`src/hdl/xifd_pkg.sv`:
```
package xifd_pkg;

    // code byte and packed result widths
    localparam int unsigned BYTE_W   = 8;
    localparam int unsigned RESULT_W = 149;
    localparam int unsigned TDATA_W  = 152;

    // decode phases
    localparam logic [3:0] PH_IDLE   = 4'd0;
    localparam logic [3:0] PH_OP2    = 4'd1;
    localparam logic [3:0] PH_MODRM  = 4'd2;
    localparam logic [3:0] PH_SIB    = 4'd3;
    localparam logic [3:0] PH_DISP8  = 4'd4;
    localparam logic [3:0] PH_DISP32 = 4'd5;
    localparam logic [3:0] PH_IMM8   = 4'd6;
    localparam logic [3:0] PH_IMM32  = 4'd7;
    localparam logic [3:0] PH_MOFFS  = 4'd8;

    // prefix and escape bytes
    localparam logic [7:0] OP_ESCAPE   = 8'h0f;
    localparam logic [7:0] PFX_OPSIZE  = 8'h66;
    localparam logic [7:0] PFX_ADSIZE  = 8'h67;
    localparam logic [7:0] PFX_REPNZ   = 8'hf2;
    localparam logic [7:0] PFX_REPZ    = 8'hf3;
    localparam logic [7:0] PFX_SEG_ES  = 8'h26;
    localparam logic [7:0] PFX_SEG_CS  = 8'h2e;
    localparam logic [7:0] PFX_SEG_SS  = 8'h36;
    localparam logic [7:0] PFX_SEG_DS  = 8'h3e;
    localparam logic [7:0] PFX_SEG_FS  = 8'h64;
    localparam logic [7:0] PFX_SEG_GS  = 8'h65;

    // repeat modes
    localparam logic [1:0] REP_NONE  = 2'd0;
    localparam logic [1:0] REP_NZ    = 2'd1;
    localparam logic [1:0] REP_Z     = 2'd2;

    // opcode flag bits
    localparam logic [3:0] F_NONE = 4'b0000;
    localparam logic [3:0] F_M    = 4'b0001;
    localparam logic [3:0] F_I8   = 4'b0010;
    localparam logic [3:0] F_I32  = 4'b0100;
    localparam logic [3:0] F_MO   = 4'b1000;

    // present mask bits
    localparam logic [4:0] PM_MODRM = 5'b00001;
    localparam logic [4:0] PM_SIB   = 5'b00010;
    localparam logic [4:0] PM_DISP  = 5'b00100;
    localparam logic [4:0] PM_IMM   = 5'b01000;
    localparam logic [4:0] PM_MOFFS = 5'b10000;

    localparam logic [3:0] LEN_MAX = 4'd15;

    // one decoded instruction
    typedef struct packed {
        logic [3:0]         length;
        logic [4:0]         present_mask;
        logic [31:0]        memory_offset;
        logic signed [31:0] immediate;
        logic signed [31:0] displacement;
        logic [7:0]         sib_byte;
        logic [7:0]         modrm_byte;
        logic [1:0]         repeat_mode;
        logic [1:0]         size_flags;
        logic [7:0]         segment_prefix;
        logic [15:0]        opcode;
    } t_result;

    // opcode flag table: bit 8 of the index selects the 0x0F page
    function automatic logic [3:0] flag_rom(input logic [8:0] idx);
        logic [3:0] f;
        f = F_NONE;
        case (idx) inside
            [9'h000:9'h003], [9'h008:9'h00b], [9'h020:9'h023], [9'h028:9'h02b],
            [9'h030:9'h033], [9'h038:9'h03b], [9'h084:9'h08e],
            9'h0d3, 9'h0f6, 9'h0f7, 9'h0ff,
            9'h100, 9'h101, 9'h120, 9'h122, [9'h190:9'h19f],
            9'h1af, 9'h1b6, 9'h1b7, 9'h1be, 9'h1bf:
                f = F_M;
            9'h004, 9'h00c, 9'h024, 9'h02c, 9'h034, 9'h03c, 9'h06a,
            [9'h070:9'h07f], 9'h0a8, [9'h0b0:9'h0b7], 9'h0cd,
            [9'h0e4:9'h0e7], 9'h0eb:
                f = F_I8;
            9'h005, 9'h00d, 9'h025, 9'h02d, 9'h035, 9'h03d, 9'h068,
            [9'h090:9'h097], 9'h09a, 9'h0a9, [9'h0b8:9'h0bf],
            9'h0e8, 9'h0e9, 9'h0ea, [9'h180:9'h18f]:
                f = F_I32;
            9'h069, 9'h081, 9'h0c7:
                f = F_M | F_I32;
            9'h06b, 9'h080, 9'h082, 9'h083, 9'h0c0, 9'h0c1, 9'h0c6:
                f = F_M | F_I8;
            [9'h0a0:9'h0a3]:
                f = F_MO;
            default:
                f = F_NONE;
        endcase
        return f;
    endfunction

    // phase after the immediate stage (or from it, when imm_stage is set)
    function automatic logic [3:0] next_from(input logic [3:0] f, input logic imm_stage);
        logic [3:0] ph;
        ph = PH_IDLE;
        if (imm_stage && f[2]) begin
            ph = PH_IMM32;
        end else if (imm_stage && f[1]) begin
            ph = PH_IMM8;
        end else if (f[3]) begin
            ph = PH_MOFFS;
        end
        return ph;
    endfunction

endpackage

```
`src/hdl/xifd_core.sv`:
```
module xifd_core (
    input  logic                  i_clk,
    input  logic                  i_rst_n,
    input  logic [7:0]            i_byte,
    input  logic                  i_take,
    output logic                  o_emit,
    output xifd_pkg::t_result     o_result
);
    import xifd_pkg::*;

    logic [3:0]  r_phase,  n_phase;
    logic [1:0]  r_cnt,    n_cnt;
    logic [15:0] r_opcode, n_opcode;
    logic [7:0]  r_seg,    n_seg;
    logic [1:0]  r_size,   n_size;
    logic [1:0]  r_rep,    n_rep;
    logic [7:0]  r_modrm,  n_modrm;
    logic [7:0]  r_sib,    n_sib;
    logic [31:0] r_disp,   n_disp;
    logic [31:0] r_imm,    n_imm;
    logic [31:0] r_moffs,  n_moffs;
    logic [4:0]  r_mask,   n_mask;
    logic [3:0]  r_len,    n_len;

    logic [3:0]  f_cur;
    logic [3:0]  f_new;
    logic [4:0]  lane;
    logic        is_prefix;
    logic        last;
    logic [1:0]  mod_f;

    assign f_cur = flag_rom({r_opcode[15:8] == OP_ESCAPE, r_opcode[7:0]});
    assign lane  = {r_cnt, 3'b000};
    assign last  = (r_cnt == 2'd3);
    assign mod_f = r_modrm[7:6];

    // next state for one code byte
    always_comb begin
        n_phase  = PH_IDLE;
        n_cnt    = r_cnt;
        n_opcode = r_opcode;
        n_seg    = r_seg;
        n_size   = r_size;
        n_rep    = r_rep;
        n_modrm  = r_modrm;
        n_sib    = r_sib;
        n_disp   = r_disp;
        n_imm    = r_imm;
        n_moffs  = r_moffs;
        n_mask   = r_mask;
        n_len    = (r_len == LEN_MAX) ? LEN_MAX : r_len + 4'd1;
        is_prefix = 1'b0;
        f_new    = F_NONE;
        unique case (r_phase)
            PH_OP2: begin
                n_opcode = {OP_ESCAPE, i_byte};
                f_new    = flag_rom({1'b1, i_byte});
                n_phase  = f_new[0] ? PH_MODRM : next_from(f_new, 1'b1);
            end
            PH_MODRM: begin
                n_modrm = i_byte;
                n_mask  = r_mask | PM_MODRM;
                if (i_byte[7:6] != 2'd3 && i_byte[2:0] == 3'd4) begin
                    n_phase = PH_SIB;
                end else if (i_byte[7:6] == 2'd2
                             || (i_byte[7:6] == 2'd0 && i_byte[2:0] == 3'd5)) begin
                    n_phase = PH_DISP32;
                end else if (i_byte[7:6] == 2'd1) begin
                    n_phase = PH_DISP8;
                end else begin
                    n_phase = next_from(f_cur, 1'b1);
                end
            end
            PH_SIB: begin
                n_sib  = i_byte;
                n_mask = r_mask | PM_SIB;
                if (mod_f == 2'd2 || (mod_f == 2'd0 && i_byte[2:0] == 3'd5)) begin
                    n_phase = PH_DISP32;
                end else if (mod_f == 2'd1) begin
                    n_phase = PH_DISP8;
                end else begin
                    n_phase = next_from(f_cur, 1'b1);
                end
            end
            PH_DISP8: begin
                n_disp  = {{24{i_byte[7]}}, i_byte};
                n_mask  = r_mask | PM_DISP;
                n_phase = next_from(f_cur, 1'b1);
            end
            PH_DISP32: begin
                n_disp[lane +: 8] = r_disp[lane +: 8] | i_byte;
                n_mask  = r_mask | PM_DISP;
                n_cnt   = r_cnt + 2'd1;
                n_phase = last ? next_from(f_cur, 1'b1) : PH_DISP32;
            end
            PH_IMM8: begin
                n_imm   = {{24{i_byte[7]}}, i_byte};
                n_mask  = r_mask | PM_IMM;
                n_phase = next_from(f_cur, 1'b0);
            end
            PH_IMM32: begin
                n_imm[lane +: 8] = r_imm[lane +: 8] | i_byte;
                n_mask  = r_mask | PM_IMM;
                n_cnt   = r_cnt + 2'd1;
                n_phase = last ? next_from(f_cur, 1'b0) : PH_IMM32;
            end
            PH_MOFFS: begin
                n_moffs[lane +: 8] = r_moffs[lane +: 8] | i_byte;
                n_mask  = r_mask | PM_MOFFS;
                n_cnt   = r_cnt + 2'd1;
                n_phase = last ? PH_IDLE : PH_MOFFS;
            end
            // idle and unused codes: prefix or first opcode byte
            default: begin
                if (i_byte == PFX_SEG_ES || i_byte == PFX_SEG_CS || i_byte == PFX_SEG_SS
                    || i_byte == PFX_SEG_DS || i_byte == PFX_SEG_FS
                    || i_byte == PFX_SEG_GS) begin
                    is_prefix = 1'b1;
                    n_seg     = i_byte;
                end else if (i_byte == PFX_OPSIZE) begin
                    is_prefix = 1'b1;
                    n_size    = r_size | 2'b01;
                end else if (i_byte == PFX_ADSIZE) begin
                    is_prefix = 1'b1;
                    n_size    = r_size | 2'b10;
                end else if (i_byte == PFX_REPNZ) begin
                    is_prefix = 1'b1;
                    n_rep     = REP_NZ;
                end else if (i_byte == PFX_REPZ) begin
                    is_prefix = 1'b1;
                    n_rep     = REP_Z;
                end else begin
                    n_opcode = {8'h00, i_byte};
                    f_new    = flag_rom({1'b0, i_byte});
                    if (i_byte == OP_ESCAPE) begin
                        n_phase = PH_OP2;
                    end else begin
                        n_phase = f_new[0] ? PH_MODRM : next_from(f_new, 1'b1);
                    end
                end
            end
        endcase
    end

    assign o_emit = !is_prefix && (n_phase == PH_IDLE);

    // finished instruction
    always_comb begin
        o_result.opcode         = n_opcode;
        o_result.segment_prefix = n_seg;
        o_result.size_flags     = n_size;
        o_result.repeat_mode    = n_rep;
        o_result.modrm_byte     = n_modrm;
        o_result.sib_byte       = n_sib;
        o_result.displacement   = n_disp;
        o_result.immediate      = n_imm;
        o_result.memory_offset  = n_moffs;
        o_result.present_mask   = n_mask;
        o_result.length         = n_len;
    end

    // gathered fields; cleared at reset and when an instruction completes
    always_ff @(posedge i_clk) begin
        if (!i_rst_n || (i_take && o_emit)) begin
            r_phase  <= PH_IDLE;
            r_cnt    <= '0;
            r_opcode <= '0;
            r_seg    <= '0;
            r_size   <= '0;
            r_rep    <= REP_NONE;
            r_modrm  <= '0;
            r_sib    <= '0;
            r_disp   <= '0;
            r_imm    <= '0;
            r_moffs  <= '0;
            r_mask   <= '0;
            r_len    <= '0;
        end else if (i_take) begin
            r_phase  <= is_prefix ? PH_IDLE : n_phase;
            r_cnt    <= n_cnt;
            r_opcode <= n_opcode;
            r_seg    <= n_seg;
            r_size   <= n_size;
            r_rep    <= n_rep;
            r_modrm  <= n_modrm;
            r_sib    <= n_sib;
            r_disp   <= n_disp;
            r_imm    <= n_imm;
            r_moffs  <= n_moffs;
            r_mask   <= n_mask;
            r_len    <= n_len;
        end
    end

endmodule

```
`src/hdl/xifd_out_buf.sv`:
```
module xifd_out_buf (
    input  logic                              i_clk,
    input  logic                              i_rst_n,
    input  logic                              i_load,
    input  xifd_pkg::t_result                 i_result,
    output logic                              o_free,
    output logic                              o_valid,
    input  logic                              i_ready,
    output logic [xifd_pkg::TDATA_W-1:0]      o_data
);
    import xifd_pkg::*;

    logic          r_valid;
    t_result       r_result;

    assign o_free  = !r_valid || i_ready;
    assign o_valid = r_valid;
    assign o_data  = {{(TDATA_W - RESULT_W){1'b0}}, r_result};

    // valid flag
    always_ff @(posedge i_clk) begin
        if (!i_rst_n) begin
            r_valid <= 1'b0;
        end else if (o_free) begin
            r_valid <= i_load;
        end
    end

    // result word
    always_ff @(posedge i_clk) begin
        if (o_free && i_load) begin
            r_result <= i_result;
        end
    end

endmodule

```
`src/hdl/x86_instruction_field_decoder.sv`:
```
// x86 instruction field decoder, 32-bit addressing.
// Input stream: one code byte per word on i_s_axis_tdata. Prefixes, opcode
// (one byte or 0x0F escape), ModRM, SIB, displacement, immediate and moffs32
// are gathered; the byte that completes an instruction yields one output word
// with all fields and the length (saturating at 15). Prefix and middle bytes
// yield no word.
// Throughput: one code byte per cycle while no stall holds the input. Each
// byte passes an input register, then the phase machine writes the result
// register, from which a completing byte shows on the output.
// Stall: while the output word is held, bytes that do not finish an
// instruction still flow; a byte that would finish one waits in the input
// register until the output register frees up, and input tready then drops.
// Reset (i_rst_n low, synchronous): decode returns to waiting for a prefix or
// opcode, all gathered fields clear and both registers empty.
module x86_instruction_field_decoder (
    input  logic                          i_clk,
    input  logic                          i_rst_n,
    input  logic                          i_s_axis_tvalid,
    output logic                          o_s_axis_tready,
    input  logic [7:0]                    i_s_axis_tdata,  // code_byte
    output logic                          o_m_axis_tvalid,
    input  logic                          i_m_axis_tready,
    // opcode[15:0] segment_prefix[23:16] size_flags[25:24] repeat_mode[27:26]
    // modrm_byte[35:28] sib_byte[43:36] displacement[75:44] immediate[107:76]
    // memory_offset[139:108] present_mask[144:140] length[148:145] zero[151:149]
    output logic [xifd_pkg::TDATA_W-1:0]  o_m_axis_tdata
);
    import xifd_pkg::*;

    logic          r_in_valid;
    logic [7:0]    r_in_byte;
    logic          emit;
    logic          take;
    logic          out_free;
    t_result       result;

    // byte is processed unless it completes an instruction with output full
    assign take            = r_in_valid && (!emit || out_free);
    assign o_s_axis_tready = !r_in_valid || take;

    // input register
    always_ff @(posedge i_clk) begin
        if (!i_rst_n) begin
            r_in_valid <= 1'b0;
        end else if (o_s_axis_tready) begin
            r_in_valid <= i_s_axis_tvalid;
        end
    end

    always_ff @(posedge i_clk) begin
        if (o_s_axis_tready) begin
            r_in_byte <= i_s_axis_tdata;
        end
    end

    xifd_core u_core (
        .i_clk    (i_clk),
        .i_rst_n  (i_rst_n),
        .i_byte   (r_in_byte),
        .i_take   (take),
        .o_emit   (emit),
        .o_result (result)
    );

    xifd_out_buf u_out (
        .i_clk    (i_clk),
        .i_rst_n  (i_rst_n),
        .i_load   (take && emit),
        .i_result (result),
        .o_free   (out_free),
        .o_valid  (o_m_axis_tvalid),
        .i_ready  (i_m_axis_tready),
        .o_data   (o_m_axis_tdata)
    );

endmodule
```
`config.mk`:
```
export PLATFORM = sky130hd
export DESIGN_NAME = x86_instruction_field_decoder
export DESIGN_NICKNAME = d
export VERILOG_FILES = /design/src/hdl/xifd_pkg.sv /design/src/hdl/xifd_core.sv /design/src/hdl/xifd_out_buf.sv /design/src/hdl/x86_instruction_field_decoder.sv
export SDC_FILE = /design/constraint.sdc
export NUM_CORES = 1
export LEC_CHECK = 0
export BUFFER_PORTS_ARGS = -buffer_cell sky130_fd_sc_hd__buf_2
export CAP_MARGIN = 20
export CORE_MARGIN = 2
export CORE_UTILIZATION = 45
export DETAILED_ROUTE_END_ITERATION = 7
export REMOVE_ABC_BUFFERS = 1
export SYNTH_ARGS = -nofsm -noshare
export SYNTH_HDL_FRONTEND = slang
export SYNTH_SLANG_ARGS = --single-unit
```
`constraint.sdc`:
```
create_clock -name i_clk -period 9.5 [get_ports i_clk]
set_input_delay 1.9 -clock i_clk [delete_from_list [all_inputs] [get_ports i_clk]]
set_output_delay 1.9 -clock i_clk [all_outputs]
set_load 0.05 [all_outputs]
```
==> results of run 1 <==
## sequential cells by signal, summed over array words and instances, names as in the netlist, 16 cells and up
signal,count
u_core.r_disp,32
u_out.o_data,149
u_core.r_moffs,32
u_core.r_opcode,16
u_core.r_imm,32
## Yosys cell counts (4+ instances only)
master and n:
nor2_1 218, dfxtp_1 157, edfxtp_1 157, mux2i_1 139, nand2_1 85, inv_1 65
o21ai_0 62, clkbuf_1 60, a221o_1 53, o22ai_1 50, buf_2 28, mux4_2 24
a21oi_1 22, nand2b_1 20, mux2_2 19, o31ai_1 18, nor3_1 15, nor2b_1 11
and2_1 10, nand3_1 10, buf_1 9, o211ai_1 8, or2_2 8, ha_1 7
a31oi_1 6, and4b_1 6, buf_6 6, nand4_1 6, nor4b_1 6, nor4bb_1 5
or3_1 5, or4_1 5, nor3b_1 4, nor4_1 4, o21a_1 4, o32ai_1 4
## power by group through the flow
stage	combinational (mW)	sequential [mW]	clock [mW]
global route	0.416	1.51	1.36
detailed placement	0.395	1.54	0
global placement	0.394	1.54	0
finish	0.393	1.51	1.28
floorplan	0.189	1.67	0
CTS	0.396	1.51	1.31
## worst min path at each step
stage,startpoint,depth (start not counted),slack (ps),endpoint
after global routing,u_core.r_seg[7],2,470,u_core.r_seg[7]
after detailed placement,u_core.r_seg[7],2,430,u_core.r_seg[7]
after global placement,u_core.r_seg[7],2,430,u_core.r_seg[7]
after floorplan,u_core.r_seg[7],2,420,u_core.r_seg[7]
final,u_core.r_seg[7],2,440,u_core.r_seg[7]
after CTS,u_core.r_seg[7],2,440,u_core.r_seg[7]
## cell families (layout without fill, tap and decap cells)
logic type	Yosys count	count (layout)	synth area share [%]
fa+ha+maj	7	7	0.593
simple gates	435	435	13.8
buf+inv	171	311	4.96
xor+xnor	6	6	0.356
mux	182	182	14.5
other cells	1	3	0.0254
compound gates	260	260	12.5
flops	314	314	53.2
## cell type report
class | count | share of cell area [%]
inverters | 65 | 1.44
flip-flops and latches | 314 | 46.4
repair buffers | 184 | 5.76
clock buffers | 38 | 5.11
well taps | 442 | 3.26
multi-input cells | 893 | 36.8
clock inverters | 24 | 1.23
## worst min-delay path: cells and delay by family, from the launching register on
family / cells / cell delay [ps]
buffers and inverters: 1 / 60
DFF: 1 / 300
AOI/OAI and AO/OA: 1 / 40
## metal layers
metal,up-vias,wire length (microns),GRT usage [%]
li1,5286,-,-
met1,5434,17100,30.5
met2,356,18400,35.3
met3,54,2160,3.42
met4,0,722,6.19
met5,-,0,0
## metrics by stage
| stage | util, % | std cells | setup TNS (ps) |
|---|---|---|---|
| after floorplan | - | 1272 | -813170 |
| after global placement | 48.9 | 1898 | 0 |
| after detailed placement | 48.9 | 1898 | 0 |
| after CTS | 52.2 | 1960 | 0 |
| after global routing | 52.2 | 1960 | 0 |
| final | 52.2 | 1960 | 0 |
==> results.cfg, run 1 <==
[logic_synthesis]
yosys.area.top_type = edfxtp_1
ys_seq_area_share_pct = 53.2
synth_flop_cell = edfxtp_1
synth_edf_count = 157
synth_top_cell_area_share_pct = 31.9
synthCells = 1376
yosys-top-cells-area = edfxtp_1 32%, dfxtp_1 21%, mux2i_1 9.4%
async_flop_share_pct = 0
ys_warn_count = 0
yosysUniqueCellTypes = 72
avgSynthCellArea_sq_um = 10.7
ys_seq_elements = 314
synth_area_sq_um = 14800

[worst_hold_path]
hold_class = flop to flop

[sta]
skew_ps = 13.5
max_freq_ghz = 0.158
rsz0062_at_grt = no
fin_ws_ps = 3160
setup_viol = 0
relSlewSlack_pct = 22.1
worst_pin_slew_ps = 1170
whs_ps = 439
finalCriticalPeriod_ps = 6340
post-route-period-util_pct = 66.8
hold_violations = 0
finalMaxSlewViolations = 0

[power]
power_frac_clock_pct = 40.2
power-per-cell-area_nw_per_um2 = 188
p_int_mw = 2.29
swShare_pct = 27.9
pwr-share-comb_pct = 12.4
p_switching_mw = 0.887
ir_worst_vdd_mv = 0.104
pwr-share-seq_pct = 47.4
power_mw = 3.18
leakage_nw = 6.26

[placed_design]
place_area_sq_um = 15900
dp_hpwl_microns = 23500
io_buffers = 162
place.gp.congestion = 0.874
dpl_worst_slack_ps = 3730

[detailed_routing]
drtIter0Drc = 1075
drc_errors = 0
vias = 11100
viasPerCell = 5.68
wl_per_cell_microns = 19.6
firstDrtPassIters = 5
routed_wl_microns = 38400
antenna_left = 0

[cells_and_area]
final.fill_count = 2889
final_common_cell = nor2_1
insertedDiodeCount = 0
num-nets-final = 1511
layout_common_cells = 218 x nor2_1, 162 x buf_2, 157 x edfxtp_1
multi_input_area_sq_um = 6230
finalInstanceArea_sq_um = 16900
syn_to_final_growth_pct = 14.6
regArea_sq_um = 7860
drive_above_1_share_pct = 20.0

[critical_path]
crit_cells = 8
crit_slowest_cell = edfxtp_1
critPathMaxStageDelay_ps = 1010
cp.required_ps = 7600
worstPathCellList = nor2_2, a32oi_1, o211ai_1, or4b_4, o41a_1, a211oi_4, nand4_1, buf_2
crit_type = flop to output pin
crit_fanout = 25
rrSetupSlack_ps = 4140
critPathBufInv = 1
r2r_cells = 8
r2r_end = u_out.o_data[74]
arrival_ps = 4440
cp_top_family = compound AO/OA/AOI/OAI gates
crit_path_start = r_in_byte[6]
end_kind = output pin
endpoint = o_s_axis_tready
cp-start-kind = flop
r2r_start = r_in_byte[6]

[clock_network]
cts_hold_buf = 0
cts_root_buf = clkbuf_16
clk_path_buf_depth = 3
path_clk_slew_ps = 60
cts.sinks = 314
cts_resized = 0
cts_buffers = 34
post_cts_buffers = 0
clkLatencyLatePin_ps = 520
cts_tree = built
htree_levels = 2

[global_route]
track_usage_pct = 21.9
first_global_vias = 10200
grt_overflow = 0
grt_max_degree = 94
grt_pass1_wl_microns = 58500
antenna_found_initial = 0

[floorplan]
dieArea_sq_um = 34300
initial_utilization_pct = 45.5
die_h_microns = 185
die_w_microns = 185
core_sq_um = 32500
rows = 66
num_io_pins = 166

[run]
drv_cap = 0

[run_status]
status = complete, no violations
(Power assumes the default switching activity.)
==> run 2, diff against run 1 <==
- PLACE_DENSITY: default -> 0.66
- clock period: 9.5 -> 5.65 ns (I/O delays scaled with it)
==> run 2 against run 1 <==
  * Sequential power up 68%
  * Setup slack worse by 2700 ps
  * Non-clock buffer count up 4
  * Die area unchanged
  * Critical path depth up 1
  * Cell count up 0.31%
  * Critical path type unchanged
==> results.cfg, run 2 (synthesis gave the netlist of run 1 again) <==
[critical_path]
cp.required_ps = 4520
crit_fanout = 25
end_kind = output pin
crit_type = flop to output pin
critPathMaxStageDelay_ps = 1040
crit_slowest_cell = edfxtp_1
cp-start-kind = flop
cp_top_family = simple AND/OR/NAND/NOR gates
critPathBufInv = 2
arrival_ps = 4090
worstPathCellList = or3b_2, or4_1, o211ai_1, or4b_4, o41a_1, a211oi_4, nand4_1, buf_4, buf_2

[clock_network]
cts_root_buf = clkbuf_16
path_clk_slew_ps = 60
cts_hold_buf = 0
clk_path_buf_depth = 3
cts_resized = 0
clkLatencyLatePin_ps = 530
htree_levels = 2
cts_tree = built
cts.sinks = 314
cts_buffers = 35
post_cts_buffers = 0

[floorplan]
rows = 66
core_sq_um = 32500
die_h_microns = 185
initial_utilization_pct = 45.5
die_w_microns = 185
num_io_pins = 166
dieArea_sq_um = 34300

[detailed_routing]
viasPerCell = 5.81
routed_wl_microns = 39000
drtIter0Drc = 1092
drc_errors = 0
antenna_left = 0
wl_per_cell_microns = 19.8
vias = 11400
firstDrtPassIters = 5

[run]
drv_cap = 0

[cells_and_area]
final_common_cell = nor2_1
largest_reg_flops = 149
drive_above_1_share_pct = 19.8
layout_common_cells = 218 x nor2_1, 163 x buf_2, 157 x edfxtp_1
num-nets-final = 1516
syn_to_final_growth_pct = 15.2
insertedDiodeCount = 0
post-route-util_pct = 52.4

[sta]
finalCriticalPeriod_ps = 5220
fin_tns_setup_ps = 0
whs_ps = 449
worst_pin_slew_ps = 1050
max_freq_ghz = 0.192
setup_viol = 0
post-route-period-util_pct = 92.4
rsz0062_at_grt = no
skew_ps = 26.7
hold_violations = 0
relSlewSlack_pct = 29.8
finalMaxSlewViolations = 0

[power]
power_mw = 5.36
leakage_nw = 6.30
ir_worst_vdd_mv = 0.228
power-per-cell-area_nw_per_um2 = 315

[placed_design]
io_buffers = 162
place.gp.congestion = 0.944
dp_hpwl_microns = 24500

[run_status]
status = complete, no violations

[global_route]
grt_overflow = 0
track_usage_pct = 22.4
grt_pass1_wl_microns = 59600
grt_max_degree = 113
antenna_found_initial = 0
first_global_vias = 10700

[worst_hold_path]
hold_class = flop to flop
-- run 2: cell types whose count changed in the layout (fill, tap and decap cells not counted), sizes merged --
cell | previous run | this run
clkinvlp | 7 | 3
inv | 67 | 66
clkbuf | 38 | 49
bufinv | 2 | 1
clkinv | 13 | 10
buf | 184 | 188
-- run 2: cell type report --
type / instances / area [sq um]
Fill cell: 2843 / 15400
Sequential cell: 314 / 7860
Multi-Input combinational cell: 893 / 6230
Timing Repair Buffer: 188 / 1040
Clock buffer: 49 / 970
Tap cell: 442 / 553
Inverter: 65 / 244
Clock inverter: 15 / 121
-- run 2: metal layers --
layer	vias to the layer above	global-route usage [%]	wire, microns
met3	93	3.58	2700
met2	460	36.2	18200
met1	5570	30.1	16700
li1	5298	-	-
met5	-	0	0
met4	0	8.67	1320
-- run 2: report_power, final --
part           internal [mW]  switching, mW  leakage [nW]  total, mW
Sequential              2.48         0.0604          2.82       2.54
Clock                   1.25          0.895         0.523       2.15
Combinational          0.164          0.503          2.96      0.666
Total                   3.90           1.46          6.30       5.36
-- run 2: path summary, 6_finish.rpt --
check,from,end,slack [ps],depth (start not counted)
setup / recovery,r_in_byte[1],o_s_axis_tready,430,9
hold / removal,u_core.r_seg[7],u_core.r_seg[7],450,2
setup reg to reg,r_in_byte[1],u_core.r_phase[0],1360,10
hold reg to reg,u_core.r_seg[7],u_core.r_seg[7],450,2
-- run 2: per-stage QoR --
step | cells | worst slack, ps | cell area, sq um
5_1_grt | 1966 | 241 | 17000
3_3_place_gp | 1901 | 1090 | 15900
4_1_cts | 1965 | 438 | 17000
6_report | 1966 | 431 | 17000
3_5_place_dp | 1901 | 992 | 15900
2_1_floorplan | 1272 | -10030 | 14300
-- run 2: worst register-to-register path, stage by stage, from the launching register on --
cell,delay (ps)
edfxtp_1,1040
or3b_2,290
or4_1,100
o211ai_1,120
or4b_4,600
o41a_1,480
a211oi_4,380
a31oi_4,160
buf_12,270
o21ai_1,620
nor2b_1,150
